**src/rtl/wbps_pkg.sv**
```systemverilog
// wbps_pkg: shared types and constants of the wildcard byte pattern scanner.
// No dependencies; used by every module of the block.
package wbps_pkg;

	typedef enum logic [1:0] {
		FUNC_LOAD    = 2'd0,
		FUNC_SCAN    = 2'd1,
		FUNC_RESTART = 2'd2
	} func_t;

	typedef enum logic [1:0] {
		CAP_RAW       = 2'd0,
		CAP_RELATIVE  = 2'd1,
		CAP_PRECEDING = 2'd2
	} cap_mode_t;

	localparam logic [2:0] REG_PATTERN_LENGTH = 3'd0;
	localparam logic [2:0] REG_CAP0_OFFSET    = 3'd1;
	localparam logic [2:0] REG_CAP0_SIZE      = 3'd2;
	localparam logic [2:0] REG_CAP0_MODE      = 3'd3;
	localparam logic [2:0] REG_CAP1_OFFSET    = 3'd4;
	localparam logic [2:0] REG_CAP1_SIZE      = 3'd5;
	localparam logic [2:0] REG_CAP1_MODE      = 3'd6;

	localparam int CFG_W = 6;
	localparam logic [31:0] REL_WIDTH = 32'd4;
	localparam logic [31:0] PRECEDING_OFFSET = 32'd1;
	localparam logic [3:0] CAP_MAX_BYTES = 4'd8;

	typedef struct packed {
		logic [4:0] offset;
		logic [3:0] size;
		cap_mode_t  mode;
	} cap_cfg_t;

	typedef struct packed {
		logic shift;
		logic clear;
	} win_ctl_t;

	typedef struct packed {
		logic       we;
		logic [4:0] index;
		logic [7:0] value;
		logic       care;
	} pat_load_t;

endpackage

```
**src/rtl/wbps_window.sv**
```systemverilog
// wbps_window: byte window shift line with fill count, aligned to the pattern.
// Depends on wbps_pkg (win_ctl_t).
module wbps_window #(
	parameter int PATTERN_MAX = 32,
	parameter int LW = $clog2(PATTERN_MAX + 1)
) (
	input  logic                       clk,
	input  logic                       arst_n,
	input  wbps_pkg::win_ctl_t         ctl,
	input  logic [7:0]                 data_byte,
	input  logic [LW-1:0]              len,
	output logic [LW-1:0]              fill,
	output logic [8*PATTERN_MAX-1:0]   aligned
);

	logic [7:0] window_q [PATTERN_MAX];
	logic [LW-1:0] fill_q;
	logic [8*PATTERN_MAX-1:0] rev;
	logic [LW+2:0] shamt;

	always_ff @(posedge clk or negedge arst_n) begin
		if (!arst_n) begin
			for (int i = 0; i < PATTERN_MAX; i++) window_q[i] <= '0;
			fill_q <= '0;
		end else if (ctl.clear) begin
			for (int i = 0; i < PATTERN_MAX; i++) window_q[i] <= '0;
			fill_q <= '0;
		end else if (ctl.shift) begin
			window_q[0] <= data_byte;
			for (int i = 1; i < PATTERN_MAX; i++) window_q[i] <= window_q[i-1];
			if (fill_q != LW'(PATTERN_MAX)) fill_q <= fill_q + LW'(1);
		end
	end

	// oldest byte first, then drop the bytes older than the pattern
	always_comb begin
		for (int k = 0; k < PATTERN_MAX; k++) rev[8*k +: 8] = window_q[PATTERN_MAX-1-k];
		shamt = {LW'(PATTERN_MAX) - len, 3'b000};
		aligned = rev >> shamt;
	end

	assign fill = fill_q;

endmodule

```
**src/rtl/wbps_pattern.sv**
```systemverilog
// wbps_pattern: compiled pattern store and parallel compare against the window.
// Depends on wbps_pkg (pat_load_t).
module wbps_pattern #(
	parameter int PATTERN_MAX = 32,
	parameter int LW = $clog2(PATTERN_MAX + 1)
) (
	input  logic                       clk,
	input  logic                       arst_n,
	input  wbps_pkg::pat_load_t        load,
	input  logic [8*PATTERN_MAX-1:0]   aligned,
	input  logic [LW-1:0]              len,
	input  logic [LW-1:0]              fill,
	output logic                       hit
);

	logic [7:0] pat_q [PATTERN_MAX];
	logic [PATTERN_MAX-1:0] care_q;
	logic [PATTERN_MAX-1:0] ok;

	always_ff @(posedge clk) begin
		for (int i = 0; i < PATTERN_MAX; i++) begin
			if (load.we && int'(load.index) == i) pat_q[i] <= load.value;
		end
	end

	always_ff @(posedge clk or negedge arst_n) begin
		if (!arst_n) begin
			care_q <= '0;
		end else begin
			for (int i = 0; i < PATTERN_MAX; i++) begin
				if (load.we && int'(load.index) == i) care_q[i] <= load.care;
			end
		end
	end

	always_comb begin
		for (int i = 0; i < PATTERN_MAX; i++) begin
			ok[i] = !care_q[i] || (i >= int'(len)) || (aligned[8*i +: 8] == pat_q[i]);
		end
		hit = (fill >= len) && (&ok);
	end

endmodule

```
**src/rtl/wbps_capture.sv**
```systemverilog
// wbps_capture: one capture slot: raw value, relative target or preceding address.
// Depends on wbps_pkg (cap_cfg_t, cap_mode_t, capture constants).
module wbps_capture #(
	parameter int PATTERN_MAX = 32
) (
	input  logic [8*PATTERN_MAX-1:0]   aligned,
	input  logic [31:0]                match,
	input  wbps_pkg::cap_cfg_t         cfg,
	output logic [63:0]                value
);

	logic [8*PATTERN_MAX+63:0] ext;
	logic [8*PATTERN_MAX+63:0] sh;
	logic [63:0] raw;
	logic [63:0] masked;
	logic [3:0] size_eff;

	always_comb begin
		size_eff = (cfg.size > wbps_pkg::CAP_MAX_BYTES) ? wbps_pkg::CAP_MAX_BYTES : cfg.size;
		ext = {64'b0, aligned};
		sh = ext >> {cfg.offset, 3'b000};
		raw = sh[63:0];
		for (int k = 0; k < 8; k++) begin
			masked[8*k +: 8] = (k < int'(size_eff)) ? raw[8*k +: 8] : 8'h00;
		end
		value = '0;
		if (cfg.size != 4'd0) begin
			case (cfg.mode)
				wbps_pkg::CAP_RAW: begin
					value = masked;
				end
				wbps_pkg::CAP_RELATIVE: begin
					value = {32'b0, raw[31:0] + match + 32'(cfg.offset) + wbps_pkg::REL_WIDTH};
				end
				wbps_pkg::CAP_PRECEDING: begin
					value = {32'b0, match + 32'(cfg.offset) - wbps_pkg::PRECEDING_OFFSET};
				end
				default: begin
					value = '0;
				end
			endcase
		end
	end

endmodule

```
**src/rtl/wildcard_byte_pattern_scanner_top.sv**
```systemverilog
// wildcard_byte_pattern_scanner_top: scanner top level, control and result register.
// Depends on wbps_pkg, wbps_window, wbps_pattern, wbps_capture.
//
// Usage: the input channel carries one word per item: a pattern entry load
// (func 0), a scanned byte (func 1) or a scan restart (func 2). Bytes of a
// region arrive at consecutive addresses, last_byte marks the end. The output
// channel carries one word when the pattern first matches wholly inside the
// region (found 1) or when the region ends without one (found 0, all zero).
// After that word scan bytes are dropped until a restart.
// Throughput: one input word per cycle while in_stall is low. A scan byte is
// held in the compare stage, and its result is visible on out_valid from the
// result register: compare stage, then result register.
// Loads and restarts act at the edge that accepts them and give no word.
// When the receiver stalls, the result register holds; a further result in
// the compare stage raises in_stall until the register frees.
// Reset clears the window, fill count, done flag, care bits and registers
// (pattern length 1, capture slots unused). Configuration writes belong to
// idle periods.
module wildcard_byte_pattern_scanner_top #(
	parameter int PATTERN_MAX = 32
) (
	input  logic        clk,
	input  logic        arst_n,
	input  logic        cfg_write,
	input  logic [2:0]  cfg_index,
	input  logic [5:0]  cfg_data,
	input  logic        in_valid,
	output logic        in_stall,
	input  logic [1:0]  func,
	input  logic [4:0]  entry_index,
	input  logic [7:0]  entry_value,
	input  logic        entry_care,
	input  logic [31:0] byte_address,
	input  logic [7:0]  data_byte,
	input  logic        last_byte,
	output logic        out_valid,
	input  logic        out_stall,
	output logic        found,
	output logic [31:0] match_address,
	output logic [63:0] capture_zero,
	output logic [63:0] capture_one
);

	localparam int LW = $clog2(PATTERN_MAX + 1);

	logic [5:0] pattern_length_q;
	wbps_pkg::cap_cfg_t cap0_q, cap1_q;

	logic valid_s1;
	logic [31:0] byte_address_s1;
	logic last_byte_s1;
	logic done_q;

	logic out_valid_q, found_q;
	logic [31:0] match_address_q;
	logic [63:0] capture_zero_q, capture_one_q;

	logic [LW-1:0] len, fill;
	logic [8*PATTERN_MAX-1:0] aligned;
	logic hit;
	logic [31:0] match;
	logic [63:0] cap0_val, cap1_val;
	wbps_pkg::win_ctl_t win_ctl;
	wbps_pkg::pat_load_t pat_load;

	logic accept, fin_s1, out_free, adv_s1, done_eff, live_scan;

	// config registers
	always_ff @(posedge clk or negedge arst_n) begin
		if (!arst_n) begin
			pattern_length_q <= 6'd1;
			cap0_q <= '{offset: 5'd0, size: 4'd0, mode: wbps_pkg::CAP_RAW};
			cap1_q <= '{offset: 5'd0, size: 4'd0, mode: wbps_pkg::CAP_RAW};
		end else if (cfg_write) begin
			case (cfg_index)
				wbps_pkg::REG_PATTERN_LENGTH: pattern_length_q <= cfg_data;
				wbps_pkg::REG_CAP0_OFFSET:    cap0_q.offset <= cfg_data[4:0];
				wbps_pkg::REG_CAP0_SIZE:      cap0_q.size <= cfg_data[3:0];
				wbps_pkg::REG_CAP0_MODE:      cap0_q.mode <= wbps_pkg::cap_mode_t'(cfg_data[1:0]);
				wbps_pkg::REG_CAP1_OFFSET:    cap1_q.offset <= cfg_data[4:0];
				wbps_pkg::REG_CAP1_SIZE:      cap1_q.size <= cfg_data[3:0];
				wbps_pkg::REG_CAP1_MODE:      cap1_q.mode <= wbps_pkg::cap_mode_t'(cfg_data[1:0]);
				default: ;
			endcase
		end
	end

	always_comb begin
		if (pattern_length_q == 6'd0) begin
			len = LW'(1);
		end else if (int'(pattern_length_q) > PATTERN_MAX) begin
			len = LW'(PATTERN_MAX);
		end else begin
			len = LW'(pattern_length_q);
		end
		match = byte_address_s1 - 32'(len - LW'(1));
	end

	// handshake and stage control
	always_comb begin
		fin_s1 = valid_s1 && (hit || last_byte_s1);
		out_free = !out_valid_q || !out_stall;
		adv_s1 = !fin_s1 || out_free;
		in_stall = valid_s1 && !adv_s1;
		accept = in_valid && !in_stall;
		done_eff = done_q || fin_s1;
		live_scan = accept && (func == wbps_pkg::FUNC_SCAN) && !done_eff;
		win_ctl.shift = live_scan;
		win_ctl.clear = accept && (func == wbps_pkg::FUNC_RESTART);
		pat_load.we = accept && (func == wbps_pkg::FUNC_LOAD);
		pat_load.index = entry_index;
		pat_load.value = entry_value;
		pat_load.care = entry_care;
	end

	wbps_window #(.PATTERN_MAX(PATTERN_MAX), .LW(LW)) u_window (
		.clk       (clk),
		.arst_n    (arst_n),
		.ctl       (win_ctl),
		.data_byte (data_byte),
		.len       (len),
		.fill      (fill),
		.aligned   (aligned)
	);

	wbps_pattern #(.PATTERN_MAX(PATTERN_MAX), .LW(LW)) u_pattern (
		.clk     (clk),
		.arst_n  (arst_n),
		.load    (pat_load),
		.aligned (aligned),
		.len     (len),
		.fill    (fill),
		.hit     (hit)
	);

	wbps_capture #(.PATTERN_MAX(PATTERN_MAX)) u_capture0 (
		.aligned (aligned),
		.match   (match),
		.cfg     (cap0_q),
		.value   (cap0_val)
	);

	wbps_capture #(.PATTERN_MAX(PATTERN_MAX)) u_capture1 (
		.aligned (aligned),
		.match   (match),
		.cfg     (cap1_q),
		.value   (cap1_val)
	);

	always_ff @(posedge clk or negedge arst_n) begin
		if (!arst_n) begin
			valid_s1 <= 1'b0;
			done_q <= 1'b0;
			out_valid_q <= 1'b0;
		end else begin
			if (adv_s1) valid_s1 <= live_scan;
			if (win_ctl.clear) begin
				done_q <= 1'b0;
			end else if (fin_s1 && adv_s1) begin
				done_q <= 1'b1;
			end
			if (out_free) out_valid_q <= fin_s1;
		end
	end

	always_ff @(posedge clk) begin
		if (live_scan) begin
			byte_address_s1 <= byte_address;
			last_byte_s1 <= last_byte;
		end
		if (fin_s1 && out_free) begin
			found_q <= hit;
			match_address_q <= hit ? match : 32'd0;
			capture_zero_q <= hit ? cap0_val : 64'd0;
			capture_one_q <= hit ? cap1_val : 64'd0;
		end
	end

	assign out_valid = out_valid_q;
	assign found = found_q;
	assign match_address = match_address_q;
	assign capture_zero = capture_zero_q;
	assign capture_one = capture_one_q;

	a_no_scan_after_done: assert property (@(posedge clk) disable iff (!arst_n)
		!(valid_s1 && done_q))
		else $error("scan word in compare stage while scan is done");

	a_stall_only_when_blocked: assert property (@(posedge clk) disable iff (!arst_n)
		in_stall |-> (out_valid_q && out_stall && fin_s1))
		else $error("input stalled without a blocked result");

	a_blocked_result_held: assert property (@(posedge clk) disable iff (!arst_n)
		(fin_s1 && !out_free) |=> valid_s1)
		else $error("blocked result lost from compare stage");

	a_no_match_is_zero: assert property (@(posedge clk) disable iff (!arst_n)
		(out_valid_q && !found_q) |-> (match_address_q == 32'd0 &&
			capture_zero_q == 64'd0 && capture_one_q == 64'd0))
		else $error("end-of-region word carries nonzero payload");

endmodule
```
**config.mk**
```make
export PLATFORM = sky130hd
export DESIGN_NAME = wildcard_byte_pattern_scanner_top
export DESIGN_NICKNAME = d
export VERILOG_FILES = /design/src/rtl/wbps_pkg.sv /design/src/rtl/wbps_window.sv /design/src/rtl/wbps_pattern.sv /design/src/rtl/wbps_capture.sv /design/src/rtl/wildcard_byte_pattern_scanner_top.sv
export SDC_FILE = /design/constraint.sdc
export NUM_CORES = 2
export LEC_CHECK = 0
export BUFFER_PORTS_ARGS = -buffer_cell sky130_fd_sc_hd__buf_2
export CAP_MARGIN = 25
export CORE_MARGIN = 5
export CORE_UTILIZATION = 48
export CTS_CLUSTER_SIZE = 14
export DETAILED_ROUTE_END_ITERATION = 16
export GPL_TIMING_DRIVEN = 0
export HOLD_SLACK_MARGIN = 0.08
export SETUP_SLACK_MARGIN = 0.05
export SYNTH_ARGS = -nofsm -noshare
export SYNTH_HDL_FRONTEND = slang
export SYNTH_HIERARCHICAL = 1
export SYNTH_SLANG_ARGS = --single-unit
```
**constraint.sdc**
```tcl
create_clock -name clk -period 15.7 [get_ports clk]
set_input_delay 4.71 -clock clk [delete_from_list [all_inputs] [get_ports clk]]
set_output_delay 4.71 -clock clk [all_outputs]
set_load 0.05 [all_outputs]
```
==> qor.csv, run 1 <==
stage;metric;value;unit
logic_synthesis;syn_inst;7758;
global_route;grt-ovfl-total;20;
placement;port_buffers;233;
global_route;gr-usage-all-layers;68.3;%
logic_synthesis;seq_area_frac_synth;29.2;%
logic_synthesis;synth_edf_count;450;
die;die_y;403;um
logic_synthesis;yosysUniqueCellTypes;113;
logic_synthesis;syn_area_per_cell;9.56;sq um
die;num_rows;144;
run_status;status;aborted with a tool error;
logic_synthesis;synth_top_family_by_area;multiplexers;
global_route;grt_max_degree;121;
cts;cts.sinks;775;
logic_synthesis;synth-compound-area-share;14.9;%
logic_synthesis;syn_area;74200;sq um
placement;dp_slack;0.768;ns
run_status;haltStage;global routing (5_1_grt);
global_route;grt_pass1_wl;764;mm
cts;h-tree-depth;3;
cts;clockBufferDepth;3;
logic_synthesis;synth_top_cells_by_area;edfxtp_1 (18%), mux2i_1 (12%), dfrtp_1 (11%);
cts;numCtsBuffers;79;
cts;cts.hold.buffers_added;0;
logic_synthesis;ys_warn_count;6;
placement;place_hpwl;418;mm
die;num_io_pins;234;
logic_synthesis;synth_top_flop_cell;edfxtp_1;
die;start_util;48.2;%
logic_synthesis;synth-xor-area-share;4.51;%
logic_synthesis;synth-simple-area-share;14.2;%
logic_synthesis;synthArstFlopShare;41.9;%
logic_synthesis;synth_adder_area_share;5.11;%
die;fp.dieW;403;um
placement;globalplace.congestion;1.26;
run_status;error_line;[ERROR GRT-0116] Global routing finished with congestion. Check the congestion regions in the DRC Viewer.;
logic_synthesis;synth_mux_area_share;27.1;%
logic_synthesis;yosysTopAreaCell;edfxtp_1;
global_route;grt_pass1_vias;84800;
logic_synthesis;ys_seq_elements;775;
cts;root_buffer;clkbuf_16;
logic_synthesis;syn-num-nets;8123;
logic_synthesis;synth.top_cell.area_share;18.2;%
[kinds of logic after synthesis]
group,after synthesis
AO/OA/AOI/OAI,1689
XOR/XNOR,380
adder cells (fa/ha/maj),294
buffers and inverters,745
flip-flops,775
multiplexers,1545
other,1
AND/OR/NAND/NOR,2329
[cells in the mapped netlist (19+ instances only)]
cell and number:
o21ai_1 72, a2bb2oi_1 45, mux2i_1 873, xnor2_1 259, o221ai_1 54, dfrtp_1 324
or2_2 20, o211ai_1 96, and2_1 196, nor3_1 122, nand3_1 73, buf_4 51
nor2b_1 100, nor4_1 32, ha_1 279, buf_6 47, mux4_2 333, a221oi_1 26
mux2_1 19, xor2_1 120, a22oi_1 90, o22ai_1 20, a221o_1 19, nand2b_1 37
nand2_1 637, or3_1 21, a31oi_1 40, mux2_2 313, buf_1 67, a21o_1 68
edfxtp_1 450, o21ai_0 320, inv_1 151, clkbuf_1 226, a21oi_1 461, a211oi_1 157
buf_2 187, o21a_1 35, and3_1 22, nand4_1 74, nor2_1 935
[metrics by stage]
step                hold slack [ns]  instance area, sq um  cells
detailed placement            0.483                 82800  10300
global placement              0.462                 77900  10000
CTS                           0.497                 85600  10500
floorplan                     0.451                 74200   7758
[metal layers]
layer,overflow,track usage (%)
met5,0,20.6
met4,10,68.8
met3,0,49.8
met2,10,86.8
met1,0,68.5
[repair_timing]
action	CTS
setup buffers	2
endpoints found under the setup margin	1
pin swaps	1
resized for setup	6
==> inputs of run 2 (changes only) <==
CORE_UTILIZATION = 33   (was 48)
CTS_CLUSTER_SIZE = not set   (was 14)
HOLD_SLACK_MARGIN = not set   (was 0.08)
PLACE_DENSITY_LB_ADDON = 0.15   (was not set)
SETUP_SLACK_MARGIN = not set   (was 0.05)
==> qor.csv, run 2 <==
stage;metric;value;unit
critical_path;r2r-start;pattern_length_q[3];
timing;period_share;101;%
critical_path;crit_fanout;10;
die;fp.dieW;484;um
critical_path;crit_required;10.99;ns
logic_synthesis;synthArstFlopShare;41.9;%
cts;cts_tree;yes;
hold_path;min_path_cells;1;
routing;firstDrtPassIters;10;
routing;drc;0;
routing;drt_wl_total;590;mm
power;vdd.ir_drop.worst;0.109;mV
logic_synthesis;syn-num-nets;8123;
placement;dpl_cell_area;85300;sq um
die;placeableCoreArea;224000;sq um
layout;drive_gt1_share;23.4;%
global_route;grt_pass1_vias;72800;
logic_synthesis;seq_area_frac_synth;29.2;%
run_status;status;finished, violations left;
timing;whs;0.487;ns
critical_path;worstSetupEndpointType;output port;
die;num_rows;174;
flow_run;maxCapViolations;0;
logic_synthesis;yosysTopAreaCell;edfxtp_1;
global_route;gr-usage-all-layers;48.3;%
cts;clk_pin_slew_worst_paths;0.06;ns
die;dieArea;234000;sq um
logic_synthesis;syn_area;74200;sq um
layout;fin_util;39.8;%
logic_synthesis;syn_area_per_cell;9.56;sq um
die;num_io_pins;234;
logic_synthesis;synth_top_cells_by_area;edfxtp_1 (18%), mux2i_1 (12%), dfrtp_1 (11%);
routing;vias_per_cell;6.92;
critical_path;crit_buf_inv;12;
critical_path;timing.rr.end;capture_one[18];
logic_synthesis;yosysMostFrequentCell;nor2_1;
logic_synthesis;synth_edf_count;450;
critical_path;slowest_stage;a2bb2oi_2;
global_route;grt_max_degree;111;
routing;routedWlPerCell;50.7;um
critical_path;worstPathArrival;11.14;ns
routing;postRouteAntennaNets;2;
cts;clk_latency;0.83;ns
layout;nets;8812;
cts;numCtsBuffers;90;
timing;min_period;15.85;ns
timing;finClkSkew;0.102;ns
cts;cts.hold.buffers_added;0;
cts;root_buffer;clkbuf_16;
timing;report.final.hold_viol_count;0;
run_status;violations;antenna rules, setup timing;
logic_synthesis;ys_warn_count;6;
power;leakage;34.6;nW
timing;rsz0062_at_grt;no;
logic_synthesis;syn_inst;7758;
timing;fin_setup_tns;-0.145;ns
hold_path;hold_class;register to register;
critical_path;crit_type;register to output port;
placement;globalplace.congestion;1.15;
layout;final_cell_mix;mux2i_1 (860), nor2_1 (857), nand2_1 (635), edfxtp_1 (450), a21oi_1 (441);
layout;area_growth;20.2;%
global_route;antenna_found_initial;107;
logic_synthesis;synth.top_cell.area_share;18.2;%
logic_synthesis;yosysUniqueCellTypes;113;
placement;post-place-cells;11300;
timing;setup_viol;1;
hold_path;worstHoldStart;u_pattern/care_q[22];
routing;drt_iter0_drc;13400;
timing;fmax;63.1;MHz
routing;vias;80600;
placement;port_buffers;233;
logic_synthesis;synth_top_flop_cell;edfxtp_1;
power;power.density;152;nW/um^2
layout;final_cell_count_no_fill;11600;
cts;clockBufferDepth;3;
timing;relSlewSlack;13.3;%
critical_path;startpoint_type;register;
critical_path;reg2reg_slack;1.94;ns
critical_path;critPathMaxStageDelay;0.91;ns
logic_synthesis;ys_seq_elements;775;
critical_path;cp_top_family;buffers and inverters;
critical_path;cpMostUsedCell;buf_2;
placement;place_hpwl;478;mm
die;start_util;33.1;%
layout;layout_commonest_cell;mux2i_1;
cts;cts.sinks;775;
critical_path;r2r_cells;37;
logic_synthesis;synthTopCellsByCount;nor2_1 (935), mux2i_1 (873), nand2_1 (637);
timing;worst_slew_pin_slew;1.29;ns
timing;slew_violations;0;
global_route;grt-ovfl-total;0;
timing;layout_setup_ws;-0.145;ns
layout;final_area;89100;sq um
critical_path;crit_cells;27;
cts;h-tree-depth;3;
hold_path;hold_end;u_pattern/care_q[22];
global_route;grt_pass1_wl;753;mm
die;die_y;484;um
## run 2: cell counts after synthesis
Identical to the previous run, type by type.
## run 2: final cells by class
type | instances | area [sq um]
Fill cell | 22500 | 135000
Multi-Input combinational cell | 6238 | 50200
Sequential cell | 775 | 21600
Timing Repair Buffer | 598 | 6440
Tap cell | 2992 | 3740
Buffer | 585 | 3080
Clock buffer | 125 | 2520
Clock inverter | 40 | 611
Inverter | 159 | 601
Antenna cell | 128 | 320
## run 2: worst reg2reg max path, delay by kind of cell (launching register included)
family	cells	cell delay [ns]
adder cells (fa/ha/maj)	4	1.79
AND/OR/NAND/NOR	9	1.57
flip-flops	1	0.43
multiplexers	5	2.34
XOR/XNOR	1	0.21
AO/OA/AOI/OAI	7	3.55
buffers and inverters	11	3.53
## run 2: how the worst max path moves through the flow
stage          slack (ns)           startpoint                to
6_report            -0.15  pattern_length_q[3]          in_stall
5_1_grt              0.14  pattern_length_q[3]          in_stall
4_1_cts             0.003  pattern_length_q[2]          in_stall
3_5_place_dp        -0.21  pattern_length_q[3]          in_stall
3_3_place_gp        -9.80  pattern_length_q[2]  capture_zero[32]
2_1_floorplan        1.47  pattern_length_q[3]    capture_one[0]
## run 2: cell families (layout without fill, tap and decap cells)
family / Yosys count / count (layout) / synth area share [%]
simple gates: 2329 / 2329 / 14.2
mux: 1545 / 1545 / 27.1
other cells: 1 / 129 / 0.00506
flops: 775 / 775 / 29.2
compound gates: 1689 / 1689 / 14.9
fa+ha+maj: 294 / 294 / 5.11
buf+inv: 745 / 1507 / 4.96
xor+xnor: 380 / 380 / 4.51
## run 2: layer usage
metal / vias up / track usage (%) / wire length, um
met1: 40500 / 57.1 / 219000
met3: 2225 / 23.9 / 79400
met2: 7326 / 65.6 / 230000
met4: 41 / 38.5 / 59600
li1: 30500 / - / -
met5: - / 3.49 / 1150
## run 2: through the flow
step                      power (mW)  setup slack, ns
after floorplan                 7.23             1.47
after global placement          10.4            -9.80
after detailed placement        10.8           -0.207
after CTS                       13.1          0.00296
after global routing            13.8            0.136
final                           13.5           -0.145
## run 2: power breakdown
part | total, mW | internal [mW] | switching [mW]
Combinational | 8.96 | 2.83 | 6.13
Sequential | 2.29 | 2.22 | 0.0695
Clock | 2.25 | 1.29 | 0.966
Total | 13.5 | 6.34 | 7.17
## run 2: timing repair
action,CTS,global route
setup endpoints to repair,1,1
resized for setup,17,1
setup buffers,2,2
cloned,0,0
pin swaps,1,1
Power figures use the tool's default switching activity.
